--- config.mk ---
export PLATFORM = sky130hd
export DESIGN_NAME = adc_moving_average_calibrate_flat
export DESIGN_NICKNAME = d
export VERILOG_FILES = /design/src/hdl/amac_pkg.sv /design/src/hdl/amac_if.sv /design/src/hdl/adc_moving_average_calibrate.sv /design/src/hdl/amac_ctrl.sv /design/src/hdl/amac_datapath.sv /design/src/flat_wrapper.sv
export SDC_FILE = /design/constraint.sdc
export NUM_CORES = 2
export LEC_CHECK = 0
export BUFFER_PORTS_ARGS = -buffer_cell sky130_fd_sc_hd__buf_4
export CORE_MARGIN = 3
export CORE_UTILIZATION = 30
export CTS_CLUSTER_DIAMETER = 150
export DETAILED_ROUTE_END_ITERATION = 12
export PLACE_DENSITY = 0.42
export REMOVE_ABC_BUFFERS = 1
export SYNTH_ARGS = -nofsm -noshare
export SYNTH_HDL_FRONTEND = slang
export SYNTH_SLANG_ARGS = --single-unit
--- constraint.sdc ---
create_clock -name clock -period 10 [get_ports clock]
set_clock_uncertainty 0.05 [all_clocks]
set_input_delay 0.5 -clock clock [delete_from_list [all_inputs] [get_ports clock]]
set_output_delay 0.5 -clock clock [all_outputs]
set_load 0.01 [all_outputs]
--- src/hdl/amac_pkg.sv ---
// shared constants, command and status types for the moving average calibrator
package amac_pkg;

   localparam int unsigned RAW_W          = 24;
   localparam int unsigned CFG_W          = 32;
   localparam int unsigned OUT_W          = 32;
   localparam int unsigned Q_FRAC         = 8;
   localparam int unsigned SCALE_FRAC     = 24;
   localparam int unsigned CSR_IDX_W      = 8;
   localparam int unsigned DEFAULT_WINDOW = 8;

   localparam logic [CSR_IDX_W-1:0] CSR_CAL_OFFSET = CSR_IDX_W'(0);
   localparam logic [CSR_IDX_W-1:0] CSR_CAL_SCALE  = CSR_IDX_W'(1);

   localparam logic signed [CFG_W-1:0] CAL_OFFSET_RESET = '0;
   localparam logic signed [CFG_W-1:0] CAL_SCALE_RESET  = 32'sh0100_0000;

   typedef struct packed {
      logic capture;
      logic update;
      logic div_init;
      logic div_step;
      logic apply_sign;
      logic mul;
      logic add;
      logic out_load;
   } amac_cmd_type;

   typedef struct packed {
      logic div_last;
      logic out_free;
   } amac_status_type;

endpackage

--- src/hdl/amac_if.sv ---
// channel interfaces for request, response and register write transactions
interface amac_req_if;
   import amac_pkg::*;
   logic             valid;
   logic             ready;
   logic [RAW_W-1:0] raw_code;
   logic             timed_out;
   modport source (output valid, raw_code, timed_out, input ready);
   modport sink (input valid, raw_code, timed_out, output ready);
endinterface

interface amac_rsp_if;
   import amac_pkg::*;
   logic                    valid;
   logic                    ready;
   logic                    ok;
   logic signed [RAW_W-1:0] sample_value;
   logic signed [OUT_W-1:0] filtered_q8;
   logic signed [OUT_W-1:0] pressure_q8;
   modport source (output valid, ok, sample_value, filtered_q8, pressure_q8, input ready);
   modport sink (input valid, ok, sample_value, filtered_q8, pressure_q8, output ready);
endinterface

interface amac_csr_if;
   import amac_pkg::*;
   logic                 valid;
   logic                 ready;
   logic [CSR_IDX_W-1:0] index;
   logic [CFG_W-1:0]     data;
   modport source (output valid, index, data, input ready);
   modport sink (input valid, index, data, output ready);
endinterface

--- src/hdl/adc_moving_average_calibrate.sv ---
// top level of the moving average calibrator for a 24-bit pressure converter
// Each request transaction carries one two's complement converter code and a timeout flag.
// A timed out transaction returns ok low with zero fields and leaves the ring and sum untouched.
// Otherwise the code enters a ring of the last WINDOW samples, the running sum and fill
// count are updated, and the response gives the mean of the filled entries in Q.8
// (truncated toward zero) and offset plus mean times scale in Q.8, saturated to 32 bits.
// The mean comes from a restoring divider that produces one quotient bit per cycle over
// 32 + clog2(WINDOW) bits; a timed out sample skips the divider and goes straight to its
// response. One transaction is in progress at a time and the next request is accepted
// from the cycle after the response is loaded; the response register lets the next
// request be accepted while the previous response waits.
// Register writes are taken every cycle.
module adc_moving_average_calibrate #(
   parameter int unsigned WINDOW = amac_pkg::DEFAULT_WINDOW
) (
   input logic        clock,
   input logic        reset,
   amac_req_if.sink   req_chan,
   amac_rsp_if.source rsp_chan,
   amac_csr_if.sink   csr_chan
);
   import amac_pkg::*;

   amac_cmd_type    cmd;
   amac_status_type status;

   assign csr_chan.ready = 1'b1;

   amac_ctrl u_ctrl (
      .clock         (clock),
      .reset         (reset),
      .req_valid     (req_chan.valid),
      .req_timed_out (req_chan.timed_out),
      .req_ready     (req_chan.ready),
      .cmd           (cmd),
      .status        (status)
   );

   amac_datapath #(
      .WINDOW (WINDOW)
   ) u_datapath (
      .clock            (clock),
      .reset            (reset),
      .cmd              (cmd),
      .status           (status),
      .req_raw_code     (req_chan.raw_code),
      .req_timed_out    (req_chan.timed_out),
      .csr_we           (csr_chan.valid),
      .csr_index        (csr_chan.index),
      .csr_data         (csr_chan.data),
      .rsp_valid        (rsp_chan.valid),
      .rsp_ready        (rsp_chan.ready),
      .rsp_ok           (rsp_chan.ok),
      .rsp_sample_value (rsp_chan.sample_value),
      .rsp_filtered_q8  (rsp_chan.filtered_q8),
      .rsp_pressure_q8  (rsp_chan.pressure_q8)
   );

endmodule

--- src/hdl/amac_ctrl.sv ---
// sequencing state machine for one transaction of the moving average calibrator
module amac_ctrl (
   input  logic                      clock,
   input  logic                      reset,
   input  logic                      req_valid,
   input  logic                      req_timed_out,
   output logic                      req_ready,
   output amac_pkg::amac_cmd_type    cmd,
   input  amac_pkg::amac_status_type status
);
   import amac_pkg::*;

   typedef enum logic [7:0] {
      ST_IDLE     = 8'b0000_0001,
      ST_UPDATE   = 8'b0000_0010,
      ST_DIV_INIT = 8'b0000_0100,
      ST_DIV      = 8'b0000_1000,
      ST_SIGN     = 8'b0001_0000,
      ST_MUL      = 8'b0010_0000,
      ST_ADD      = 8'b0100_0000,
      ST_FINISH   = 8'b1000_0000
   } state_type;

   state_type state_ff;
   state_type state_in;
   logic      req_fire;

   assign req_ready = (state_ff == ST_IDLE);
   assign req_fire  = req_valid && req_ready;

   always_comb begin
      state_in = state_ff;
      cmd      = '0;
      unique case (state_ff)
         ST_IDLE: begin
            if (req_valid) begin
               cmd.capture = 1'b1;
               state_in    = req_timed_out ? ST_FINISH : ST_UPDATE;
            end
         end
         ST_UPDATE: begin
            cmd.update = 1'b1;
            state_in   = ST_DIV_INIT;
         end
         ST_DIV_INIT: begin
            cmd.div_init = 1'b1;
            state_in     = ST_DIV;
         end
         ST_DIV: begin
            cmd.div_step = 1'b1;
            if (status.div_last) begin
               state_in = ST_SIGN;
            end
         end
         ST_SIGN: begin
            cmd.apply_sign = 1'b1;
            state_in       = ST_MUL;
         end
         ST_MUL: begin
            cmd.mul  = 1'b1;
            state_in = ST_ADD;
         end
         ST_ADD: begin
            cmd.add  = 1'b1;
            state_in = ST_FINISH;
         end
         ST_FINISH: begin
            if (status.out_free) begin
               cmd.out_load = 1'b1;
               state_in     = ST_IDLE;
            end
         end
         default: begin
            state_in = ST_IDLE;
         end
      endcase
   end

   always_ff @(posedge clock) begin
      if (reset) begin
         state_ff <= ST_IDLE;
      end else begin
         state_ff <= state_in;
      end
   end

   a_accept_leaves_idle: assert property (@(posedge clock) disable iff (reset)
      req_fire |=> state_ff != ST_IDLE)
      else $error("accepted transaction did not leave idle");

   a_timeout_skips_work: assert property (@(posedge clock) disable iff (reset)
      req_fire && req_timed_out |=> state_ff == ST_FINISH)
      else $error("timed out transaction entered the datapath");

   a_div_exit: assert property (@(posedge clock) disable iff (reset)
      (state_ff == ST_DIV) && status.div_last |=> state_ff == ST_SIGN)
      else $error("divider did not hand over after its last step");

endmodule

--- src/hdl/amac_datapath.sv ---
// sample ring, running sum, serial divider, calibration multiplier and result register
module amac_datapath #(
   parameter int unsigned WINDOW = amac_pkg::DEFAULT_WINDOW
) (
   input  logic                                   clock,
   input  logic                                   reset,
   input  amac_pkg::amac_cmd_type                 cmd,
   output amac_pkg::amac_status_type              status,
   input  logic [amac_pkg::RAW_W-1:0]             req_raw_code,
   input  logic                                   req_timed_out,
   input  logic                                   csr_we,
   input  logic [amac_pkg::CSR_IDX_W-1:0]         csr_index,
   input  logic [amac_pkg::CFG_W-1:0]             csr_data,
   output logic                                   rsp_valid,
   input  logic                                   rsp_ready,
   output logic                                   rsp_ok,
   output logic signed [amac_pkg::RAW_W-1:0]      rsp_sample_value,
   output logic signed [amac_pkg::OUT_W-1:0]      rsp_filtered_q8,
   output logic signed [amac_pkg::OUT_W-1:0]      rsp_pressure_q8
);
   import amac_pkg::*;

   localparam int unsigned SUM_W  = RAW_W + $clog2(WINDOW);
   localparam int unsigned FILL_W = $clog2(WINDOW + 1);
   localparam int unsigned POS_W  = (WINDOW > 1) ? $clog2(WINDOW) : 1;
   localparam int unsigned DIVD_W = SUM_W + Q_FRAC;
   localparam int unsigned CNT_W  = $clog2(DIVD_W + 1);
   localparam int unsigned PROD_W = 2 * CFG_W;
   localparam int unsigned SHR_W  = PROD_W - SCALE_FRAC;
   localparam int unsigned ACC_W  = SHR_W + 1;

   logic signed [CFG_W-1:0]  cal_offset_ff, cal_offset_in;
   logic signed [CFG_W-1:0]  cal_scale_ff, cal_scale_in;
   logic [RAW_W-1:0]         sample_ff;
   logic                     tmo_ff;
   logic [POS_W-1:0]         pos_ff, pos_in;
   logic [FILL_W-1:0]        fill_ff, fill_in;
   logic signed [SUM_W-1:0]  sum_ff, sum_in;
   logic signed [RAW_W-1:0]  rd_data_ff;
   logic [FILL_W-1:0]        rem_ff, rem_in;
   logic [DIVD_W-1:0]        quo_ff, quo_in;
   logic                     neg_ff, neg_in;
   logic [CNT_W-1:0]         cnt_ff, cnt_in;
   logic signed [OUT_W-1:0]  mean_ff;
   logic signed [PROD_W-1:0] prod_ff;
   logic signed [OUT_W-1:0]  pres_ff, pres_in;
   logic                     rsp_valid_ff, rsp_valid_in;
   logic                     rsp_ok_ff;
   logic signed [RAW_W-1:0]  rsp_raw_ff;
   logic signed [OUT_W-1:0]  rsp_filt_ff;
   logic signed [OUT_W-1:0]  rsp_pres_ff;

   logic signed [RAW_W-1:0]  ring_mem [WINDOW];

   logic signed [RAW_W-1:0]  sample_s;
   logic signed [SUM_W-1:0]  old_ext;
   logic [SUM_W-1:0]         sum_mag;
   logic [FILL_W:0]          trial;
   logic                     q_bit;
   logic signed [SHR_W-1:0]  shifted;
   logic signed [ACC_W-1:0]  acc;

   assign sample_s = sample_ff;
   assign old_ext  = (fill_ff == FILL_W'(WINDOW)) ? SUM_W'(rd_data_ff) : '0;
   assign sum_mag  = sum_ff[SUM_W-1] ? SUM_W'(-sum_ff) : SUM_W'(sum_ff);
   assign trial    = {rem_ff, quo_ff[DIVD_W-1]};
   assign q_bit    = (trial >= {1'b0, fill_ff});
   assign shifted  = prod_ff[PROD_W-1:SCALE_FRAC];
   assign acc      = ACC_W'(shifted) + ACC_W'(cal_offset_ff);

   assign status.div_last = (cnt_ff == CNT_W'(1));
   assign status.out_free = !rsp_valid_ff || rsp_ready;

   // register writes
   always_comb begin
      cal_offset_in = cal_offset_ff;
      cal_scale_in  = cal_scale_ff;
      if (csr_we) begin
         unique case (csr_index)
            CSR_CAL_OFFSET: cal_offset_in = csr_data;
            CSR_CAL_SCALE:  cal_scale_in  = csr_data;
            default: begin
            end
         endcase
      end
   end

   // ring bookkeeping
   always_comb begin
      pos_in  = pos_ff;
      fill_in = fill_ff;
      sum_in  = sum_ff;
      if (cmd.update) begin
         sum_in = sum_ff - old_ext + SUM_W'(sample_s);
         pos_in = (pos_ff == POS_W'(WINDOW - 1)) ? '0 : POS_W'(pos_ff + 1'b1);
         if (fill_ff != FILL_W'(WINDOW)) begin
            fill_in = FILL_W'(fill_ff + 1'b1);
         end
      end
   end

   // restoring divider, one quotient bit per cycle
   always_comb begin
      rem_in = rem_ff;
      quo_in = quo_ff;
      neg_in = neg_ff;
      cnt_in = cnt_ff;
      if (cmd.div_init) begin
         rem_in = '0;
         quo_in = {sum_mag, {Q_FRAC{1'b0}}};
         neg_in = sum_ff[SUM_W-1];
         cnt_in = CNT_W'(DIVD_W);
      end else if (cmd.div_step) begin
         rem_in = q_bit ? FILL_W'(trial - {1'b0, fill_ff}) : FILL_W'(trial);
         quo_in = {quo_ff[DIVD_W-2:0], q_bit};
         cnt_in = CNT_W'(cnt_ff - 1'b1);
      end
   end

   // offset add with saturation
   always_comb begin
      if (!acc[ACC_W-1] && (|acc[ACC_W-2:OUT_W-1])) begin
         pres_in = {1'b0, {(OUT_W-1){1'b1}}};
      end else if (acc[ACC_W-1] && !(&acc[ACC_W-2:OUT_W-1])) begin
         pres_in = {1'b1, {(OUT_W-1){1'b0}}};
      end else begin
         pres_in = acc[OUT_W-1:0];
      end
   end

   always_comb begin
      rsp_valid_in = rsp_valid_ff;
      if (cmd.out_load) begin
         rsp_valid_in = 1'b1;
      end else if (rsp_ready) begin
         rsp_valid_in = 1'b0;
      end
   end

   always_ff @(posedge clock) begin
      if (reset) begin
         cal_offset_ff <= CAL_OFFSET_RESET;
         cal_scale_ff  <= CAL_SCALE_RESET;
         pos_ff        <= '0;
         fill_ff       <= '0;
         sum_ff        <= '0;
         cnt_ff        <= '0;
         rsp_valid_ff  <= 1'b0;
      end else begin
         cal_offset_ff <= cal_offset_in;
         cal_scale_ff  <= cal_scale_in;
         pos_ff        <= pos_in;
         fill_ff       <= fill_in;
         sum_ff        <= sum_in;
         cnt_ff        <= cnt_in;
         rsp_valid_ff  <= rsp_valid_in;
      end
   end

   always_ff @(posedge clock) begin
      rd_data_ff <= ring_mem[pos_ff];
      if (cmd.update) begin
         ring_mem[pos_ff] <= sample_s;
      end
   end

   always_ff @(posedge clock) begin
      rem_ff <= rem_in;
      quo_ff <= quo_in;
      neg_ff <= neg_in;
      if (cmd.capture) begin
         sample_ff <= req_raw_code;
         tmo_ff    <= req_timed_out;
      end
      if (cmd.apply_sign) begin
         mean_ff <= neg_ff ? OUT_W'(-quo_ff[OUT_W-1:0]) : quo_ff[OUT_W-1:0];
      end
      if (cmd.mul) begin
         prod_ff <= mean_ff * cal_scale_ff;
      end
      if (cmd.add) begin
         pres_ff <= pres_in;
      end
      if (cmd.out_load) begin
         rsp_ok_ff   <= !tmo_ff;
         rsp_raw_ff  <= tmo_ff ? '0 : sample_s;
         rsp_filt_ff <= tmo_ff ? '0 : mean_ff;
         rsp_pres_ff <= tmo_ff ? '0 : pres_ff;
      end
   end

   assign rsp_valid        = rsp_valid_ff;
   assign rsp_ok           = rsp_ok_ff;
   assign rsp_sample_value = rsp_raw_ff;
   assign rsp_filtered_q8  = rsp_filt_ff;
   assign rsp_pressure_q8  = rsp_pres_ff;

   a_fill_bound: assert property (@(posedge clock) disable iff (reset)
      fill_ff <= FILL_W'(WINDOW))
      else $error("fill count beyond window");

   a_no_overwrite: assert property (@(posedge clock) disable iff (reset)
      cmd.out_load |-> (!rsp_valid_ff || rsp_ready))
      else $error("result register overwritten while held");

   a_pos_only_on_update: assert property (@(posedge clock) disable iff (reset)
      !cmd.update |=> $stable(pos_ff) && $stable(sum_ff))
      else $error("ring state moved without an update");

endmodule

--- src/flat_wrapper.sv ---
// flat-port wrapper written by rule: the top's interface ports become plain ports
module adc_moving_average_calibrate_flat import amac_pkg::*;
#(
   parameter int unsigned WINDOW = amac_pkg::DEFAULT_WINDOW
)
  (clock, reset, req_chan_valid, req_chan_raw_code, req_chan_timed_out, req_chan_ready, rsp_chan_valid, rsp_chan_ok, rsp_chan_sample_value, rsp_chan_filtered_q8, rsp_chan_pressure_q8, rsp_chan_ready, csr_chan_valid, csr_chan_index, csr_chan_data, csr_chan_ready);
  amac_req_if req_chan_i ();
  amac_rsp_if rsp_chan_i ();
  amac_csr_if csr_chan_i ();
  input logic clock;
  input logic reset;
  input wire logic [$bits(req_chan_i.valid)-1:0] req_chan_valid;
  input wire logic [$bits(req_chan_i.raw_code)-1:0] req_chan_raw_code;
  input wire logic [$bits(req_chan_i.timed_out)-1:0] req_chan_timed_out;
  output wire logic [$bits(req_chan_i.ready)-1:0] req_chan_ready;
  output wire logic [$bits(rsp_chan_i.valid)-1:0] rsp_chan_valid;
  output wire logic [$bits(rsp_chan_i.ok)-1:0] rsp_chan_ok;
  output wire logic [$bits(rsp_chan_i.sample_value)-1:0] rsp_chan_sample_value;
  output wire logic [$bits(rsp_chan_i.filtered_q8)-1:0] rsp_chan_filtered_q8;
  output wire logic [$bits(rsp_chan_i.pressure_q8)-1:0] rsp_chan_pressure_q8;
  input wire logic [$bits(rsp_chan_i.ready)-1:0] rsp_chan_ready;
  input wire logic [$bits(csr_chan_i.valid)-1:0] csr_chan_valid;
  input wire logic [$bits(csr_chan_i.index)-1:0] csr_chan_index;
  input wire logic [$bits(csr_chan_i.data)-1:0] csr_chan_data;
  output wire logic [$bits(csr_chan_i.ready)-1:0] csr_chan_ready;
  assign req_chan_i.valid = req_chan_valid;
  assign req_chan_i.raw_code = req_chan_raw_code;
  assign req_chan_i.timed_out = req_chan_timed_out;
  assign req_chan_ready = req_chan_i.ready;
  assign rsp_chan_valid = rsp_chan_i.valid;
  assign rsp_chan_ok = rsp_chan_i.ok;
  assign rsp_chan_sample_value = rsp_chan_i.sample_value;
  assign rsp_chan_filtered_q8 = rsp_chan_i.filtered_q8;
  assign rsp_chan_pressure_q8 = rsp_chan_i.pressure_q8;
  assign rsp_chan_i.ready = rsp_chan_ready;
  assign csr_chan_i.valid = csr_chan_valid;
  assign csr_chan_i.index = csr_chan_index;
  assign csr_chan_i.data = csr_chan_data;
  assign csr_chan_ready = csr_chan_i.ready;
  adc_moving_average_calibrate #(.WINDOW(WINDOW)) u_core (.clock(clock), .reset(reset), .req_chan(req_chan_i), .rsp_chan(rsp_chan_i), .csr_chan(csr_chan_i));
endmodule
Yosys cells after proc, flatten, opt, wreduce, memory -nomap -nowiden. Memory sizes are Yosys's and may differ from the RTL's. A register that Yosys moved wholly into a read port is not among the register bits. Cells that the tools add are included.

Add/subtract/negate cells: 9. Multipliers: 1. Magnitude comparators: 1. Equality and inequality tests: 16. Mux-type cells: 29. Reduce and logical (&&, ||, !) cells: 17.

Operator list (count): 2-to-1 mux 35 bit (2); multiplier 32 x 32 -> 64 bit (1); 2-to-1 mux 32 bit (2); one-hot mux 8 bit (8 select lines) (1); 2-to-1 mux 27 bit (2); adder 40 x 32 -> 41 bit (1); 2-to-1 mux 8 bit (4); negation 32 bit (1); adder 27 x 24 -> 27 bit (1); negation 27 bit (1); subtractor 27 bit (1); == test 8 x 1 -> 1 bit (second input constant) (2); 2-to-1 mux 1 bit (14); 2-to-1 mux 6 bit (2); AND reduction 9 bit (1); OR reduction 9 bit (1); == test 8 x 2 -> 1 bit (second input constant) (1); == test 8 x 3 -> 1 bit (second input constant) (1); == test 8 x 4 -> 1 bit (second input constant) (1); == test 8 x 5 -> 1 bit (second input constant) (1); == test 8 x 6 -> 1 bit (second input constant) (1); == test 8 x 7 -> 1 bit (second input constant) (1); == test 8 bit (second input constant) (1); zero test 8 bit (1); 20 further kinds (28).

Flip-flop bits (word level): 395. Bits in writable memories: 192. Input port bits: 70. Word-level logic and storage cells: 96. Memories kept: 1.

Memory list: u_core.u_datapath.ring_mem (words 8, width 24, rd ports 1, clocked after Yosys merged registers in 1, wr ports 1, line amac_datapath.sv:53) `logic signed [RAW_W-1:0] ring_mem [WINDOW];`.

Longest topological paths before layout.
Depth after elaboration: 5. Mapped depth: 29. Gate-level depth less buffers: 28.

Modules after synthesis. From an unflattened synthesis, not the netlist that was laid out.

Cells, all modules: 5785. Area total of the unflattened synthesis: 61569.0 um2.

By module, submodules not included: amac_datapath (times used 1, cells an instance 5731, area each 61073.6 um2, seq. area each 15975.3 um2); amac_ctrl (times used 1, cells an instance 52, area each 484.2 um2, seq. area each 160.2 um2); adc_moving_average_calibrate (times used 1, cells an instance 2, area each 11.3 um2, seq. area each 0.0 um2).

Worst setup path before layout. No wires, ideal clock.

Kind: register -> register. Start point: reg u_core.u_datapath.mean_ff[31]. End point: reg u_core.u_datapath.prod_ff[59] (data pin). Setup time: 0.262 ns. Data arrival time: 8.005 ns. Slack: 1.682 ns. Cell stages (with the launch flop): 26. Path buffers: 2. Clock period less this slack: 8.318 ns. Cell sequence: edfxtp_1 > clkbuf_1 > nand2_1 > fa_1 > fa_1 > inv_1 > fa_1 > fa_1 > inv_1 > fa_1 > inv_1 > fa_1 > fa_1 > fa_1 > ha_1 > clkbuf_1 > and3_1 > a211o_1 > a21o_1 > a21o_1 > a21oi_1 > o21a_1 > o21ai_0 > a21boi_0 > o21bai_1 > xor2_1.

Word-level cells in the longest chain between the ends: 1.

RTL lines: from (decl) (line amac_datapath.sv:44) `logic signed [OUT_W-1:0] mean_ff;`; from (signal assigned) (line amac_datapath.sv:176) `mean_ff <= neg_ff ? OUT_W'(-quo_ff[OUT_W-1:0]) : quo_ff[OUT_W-1:0];`; multiplier 32 x 32 -> 64 bit (line amac_datapath.sv:179) `prod_ff <= mean_ff * cal_scale_ff;`; to (signal assigned) (line amac_datapath.sv:179); to (decl) (line amac_datapath.sv:45) `logic signed [PROD_W-1:0] prod_ff;`.

No other way between the ends. A chain may end at the register's enable or synchronous reset.

Worst setup path after layout.
Start point: reg u_core.u_datapath.mean_ff[9]. End point: reg u_core.u_datapath.prod_ff[63] (data pin).

The elaborated chain is that of the path after synthesis.

==> metrics.txt <==
# TYPE chip_impl_metric gauge
chip_impl_metric{name="detailed_place_hpwl",unit="µm"} 147000
chip_impl_metric{name="clkTransAtPathRegs",unit="ns"} 0.07
chip_impl_metric{name="tritoncts_num_sinks",unit=""} 587
chip_impl_info{name="worstHoldPathType",value="primary input to flip-flop"} 1
chip_impl_metric{name="number_of_flops_mapped_to_enable_cells_by_yosys",unit=""} 438
chip_impl_info{name="synth_top_flop_cell",value="edfxtp_1"} 1
chip_impl_metric{name="worst-slew-pin-transition",unit="ns"} 1.19
chip_impl_metric{name="dr_total_vias",unit=""} 40727
chip_impl_metric{name="detailroute.wirelength.met3",unit="µm"} 6140
chip_impl_info{name="tritoncts",value="yes"} 1
chip_impl_metric{name="dr.pass1.iters",unit=""} 5
chip_impl_metric{name="biggest_fanout_along_the_worst_timing_path",unit=""} 19
chip_impl_metric{name="min_period_over_period",unit=""} 0.931
chip_impl_metric{name="vias_in_the_first_global_route",unit=""} 45040
chip_impl_metric{name="fp-row-count",unit=""} 164
chip_impl_info{name="biggestRegsByFlops",value="u_core.u_datapath.ring_mem (192), u_core.u_datapath.prod_ff (40), u_core.u_datapath.quo_ff (35)"} 1
chip_impl_metric{name="p_switching",unit="mW"} 2.19
chip_impl_metric{name="postcts_setup_bufs",unit=""} 0
chip_impl_metric{name="port-buffer-count",unit=""} 160
chip_impl_metric{name="drtIter0Drc",unit=""} 2203
chip_impl_metric{name="cts_max_path_buffers",unit=""} 3
chip_impl_metric{name="synth_area",unit="µm²"} 61000
chip_impl_metric{name="antenna_found_initial",unit=""} 7
chip_impl_metric{name="worstPathRequired",unit="ns"} 10.40
chip_impl_metric{name="area_growth",unit="%"} 12.4
chip_impl_metric{name="wl_cell",unit="µm"} 21.3
chip_impl_metric{name="final_max_slew_viols",unit=""} 0
chip_impl_info{name="register_ranked_first_by_flip_flop_count",value="u_core.u_datapath.ring_mem"} 1
chip_impl_metric{name="coreArea",unit="µm²"} 201000
chip_impl_metric{name="avgSynthCellArea",unit="µm²"} 10.4
chip_impl_metric{name="max-vdd-ir-drop",unit="mV"} 0.122
chip_impl_metric{name="overflow",unit=""} 0
chip_impl_metric{name="numCtsBuffers",unit=""} 74
chip_impl_metric{name="cts_htree_levels",unit=""} 3
chip_impl_metric{name="final.setup.tns",unit="ns"} 0
chip_impl_info{name="cpMostUsedCell",value="fa_1"} 1
chip_impl_info{name="outcome",value="finished, final reports clean"} 1
chip_impl_info{name="worst-setup-path-type",value="flip-flop to flip-flop"} 1
chip_impl_metric{name="cellLeakagePower",unit="nW"} 30.1
chip_impl_metric{name="die_h",unit="µm"} 457
chip_impl_info{name="critical_path.endpoint_type",value="flip-flop"} 1
chip_impl_metric{name="power.switching_fraction",unit=""} 0.313
chip_impl_metric{name="final_net_count",unit=""} 7461
chip_impl_info{name="rsz0062_at_grt",value="false"} 1
chip_impl_metric{name="totalWireLength",unit="µm"} 186000
chip_impl_metric{name="viasPerCell",unit=""} 4.66
chip_impl_metric{name="grt_max_degree",unit=""} 64
chip_impl_metric{name="synth-warning-count",unit=""} 0
chip_impl_metric{name="final.min_clock_period",unit="ns"} 9.31
chip_impl_metric{name="timing.max_cap.violations",unit=""} 0
chip_impl_metric{name="timing.fmax",unit="MHz"} 107
chip_impl_metric{name="top_cell_type_s_share_of_synthesized_area",unit=""} 0.364
chip_impl_metric{name="share_clk_of_total_power",unit=""} 0.389
chip_impl_metric{name="dr_wl_met2",unit="µm"} 93300
chip_impl_metric{name="timing_hold_violations_final",unit=""} 0
chip_impl_metric{name="power.density",unit="nW/µm²"} 102
chip_impl_metric{name="post-place-ws",unit="ns"} 0.670
chip_impl_metric{name="synth-seq-area-share",unit=""} 0.264
chip_impl_metric{name="max_slew_margin",unit=""} 0.205
chip_impl_metric{name="cell_internal_pwr",unit="mW"} 4.82
chip_impl_metric{name="die_area",unit="µm²"} 209000
chip_impl_metric{name="ant_nets",unit=""} 0
chip_impl_metric{name="initial_utilization",unit=""} 0.304
chip_impl_metric{name="global_route.usage.total",unit=""} 0.183
chip_impl_metric{name="async_reset_ff_frac",unit=""} 0
chip_impl_metric{name="combPwrFrac",unit=""} 0.187
chip_impl_info{name="synth_most_common_cell",value="fa_1"} 1
chip_impl_info{name="clk_root_buffer_cell",value="clkbuf_16"} 1
chip_impl_info{name="synth_largest_area_cell",value="fa_1"} 1
chip_impl_metric{name="finalSetupViolations",unit=""} 0
chip_impl_metric{name="synth.ff_latch_count",unit=""} 587
chip_impl_info{name="netlist_top_cells_area",value="fa_1 (36%), edfxtp_1 (22%), inv_1 (6.8%)"} 1
chip_impl_metric{name="largest_register_ff_count",unit=""} 192
chip_impl_metric{name="layout-drive-gt1-share",unit=""} 0.0777
chip_impl_metric{name="holdWs",unit="ns"} 0.0660
chip_impl_metric{name="routed_metal_1_wirelength",unit="µm"} 82000
chip_impl_metric{name="post-route-worst-setup-slack",unit="ns"} 0.690
chip_impl_metric{name="postSynthCellCount",unit=""} 5887
chip_impl_metric{name="cpPeakStageDelay",unit="ns"} 1.08
chip_impl_metric{name="critPathArrivalTime",unit="ns"} 9.71
chip_impl_metric{name="drt_drc_violations_left",unit=""} 0
chip_impl_metric{name="synth.lib_cells_used.distinct",unit=""} 83
chip_impl_info{name="crit_path_start_kind",value="flip-flop"} 1
chip_impl_info{name="ys_top_cells_by_count",value="fa_1 (1109), inv_1 (1103), nand2_1 (769), and2_1 (532), edfxtp_1 (438)"} 1
chip_impl_metric{name="die_w",unit="µm"} 457
chip_impl_info{name="route.top_layer_used",value="met5"} 1
chip_impl_metric{name="power.share.sequential",unit=""} 0.424
chip_impl_metric{name="gp_routability_congestion",unit=""} 0.819
chip_impl_metric{name="clk_latency",unit="ns"} 0.70
chip_impl_metric{name="first_pass_grt_wire_length",unit="µm"} 288000
chip_impl_metric{name="io-pin-count",unit=""} 162
chip_impl_info{name="slowest_stage",value="edfxtp_1"} 1
kinds of logic (layout without fill, tap and decap cells):
| family | after synthesis | after routing | synth area share |
|---|---|---|---|
| adders and majority gates | 1369 | 1369 | 0.417 |
| and+or+nand+nor | 1723 | 1723 | 0.140 |
| DFF | 587 | 587 | 0.264 |
| other | 1 | 3 | 0.0000615 |
| AOI/OAI and AO/OA | 634 | 634 | 0.0662 |
| xor gates and xnor gates | 172 | 172 | 0.0247 |
| buffers and inverters | 1400 | 1597 | 0.0867 |
| muxes | 1 | 1 | 0.000164 |
path summary, 6_finish.rpt:
| check | end | depth (start not counted) | start | slack, ns |
|---|---|---|---|---|
| max reg2reg | u_core.u_datapath.prod_ff[63] | 28 | u_core.u_datapath.mean_ff[9] | 0.69 |
| min reg2reg | u_core.u_datapath.sum_ff[14] | 2 | u_core.u_datapath.sum_ff[14] | 0.41 |
| min | u_core.u_datapath.cal_offset_ff[6] | 3 | csr_chan_data[6] | 0.07 |
| max | u_core.u_datapath.prod_ff[63] | 28 | u_core.u_datapath.mean_ff[9] | 0.69 |
layout make-up:
cell class | instances | area (µm²)
Clock buffer | 97 | 1990
Inverter | 1106 | 4150
Tap cell | 2656 | 3320
Clock inverter | 41 | 479
Antenna cell | 2 | 5.00
Timing Repair Buffer | 353 | 2800
Multi-Input combinational cell | 3900 | 39700
Sequential cell | 587 | 16100
Fill cell | 20454 | 132000
placed cells by master (no fill, tap or decap), types with 11 or more instances in the layout:
cell type / instances
nand2b_1: 19
and2_1: 531
ha_1: 260
xor2_1: 41
and3_1: 11
nor2b_1: 74
nand2_1: 769
a31oi_1: 12
or3_1: 13
clkbuf_16: 74
o21a_1: 17
o21ai_1: 37
or4_1: 11
clkinv_2: 11
a21o_1: 46
xnor2_1: 131
dfxtp_1: 148
dlygate4sd3_1: 51
a22oi_1: 96
a21oi_1: 200
buf_4: 300
nand3_1: 17
a211oi_1: 13
nor3_1: 26
nor2_1: 130
o21ai_0: 103
nand3b_1: 11
nand4_1: 53
edfxtp_1: 438
o31ai_1: 16
fa_1: 1109
clkbuf_1: 18
inv_1: 1102
o21bai_1: 11
power groups by stage:
stage,Sequential [mW],Clock [mW],Combinational (mW)
after floorplan,3.00,0,0.810
after global placement,3.02,0,1.32
after detailed placement,3.02,0,1.32
after CTS,2.97,2.83,1.34
after global routing,2.99,2.91,1.49
final,2.97,2.73,1.31
per-layer routing:
layer / vias up / global-route usage
li1: 18526 / -
met3: 153 / 0.0190
met5: - / 0
met1: 21332 / 0.240
met4: 4 / 0.0437
met2: 712 / 0.322
timing repair:
item	in CTS	in global routing
resized for setup	0	0
endpoints found under the hold margin	59	0
hold buffers	51	0
through the flow:
stage / cells / area, µm² / power (mW) / utilization
2_1_floorplan: 5593 / 59900 / 3.81 / -
3_3_place_gp: 8551 / 65600 / 4.34 / 0.327
3_5_place_dp: 8551 / 65600 / 4.34 / 0.327
4_1_cts: 8740 / 68600 / 7.14 / 0.341
5_1_grt: 8741 / 68600 / 7.39 / 0.341
6_report: 8742 / 68600 / 7.01 / 0.341
critical path, delay by kind of cell (launching register included):
family | cells | cell delay, ns
buf+inv | 7 | 0.73
fa+ha+maj | 9 | 4.15
flops | 1 | 1.08
xor+xnor | 1 | 0.13
simple gates | 3 | 0.50
compound gates | 8 | 2.43
Power figures use the tool's default switching activity.
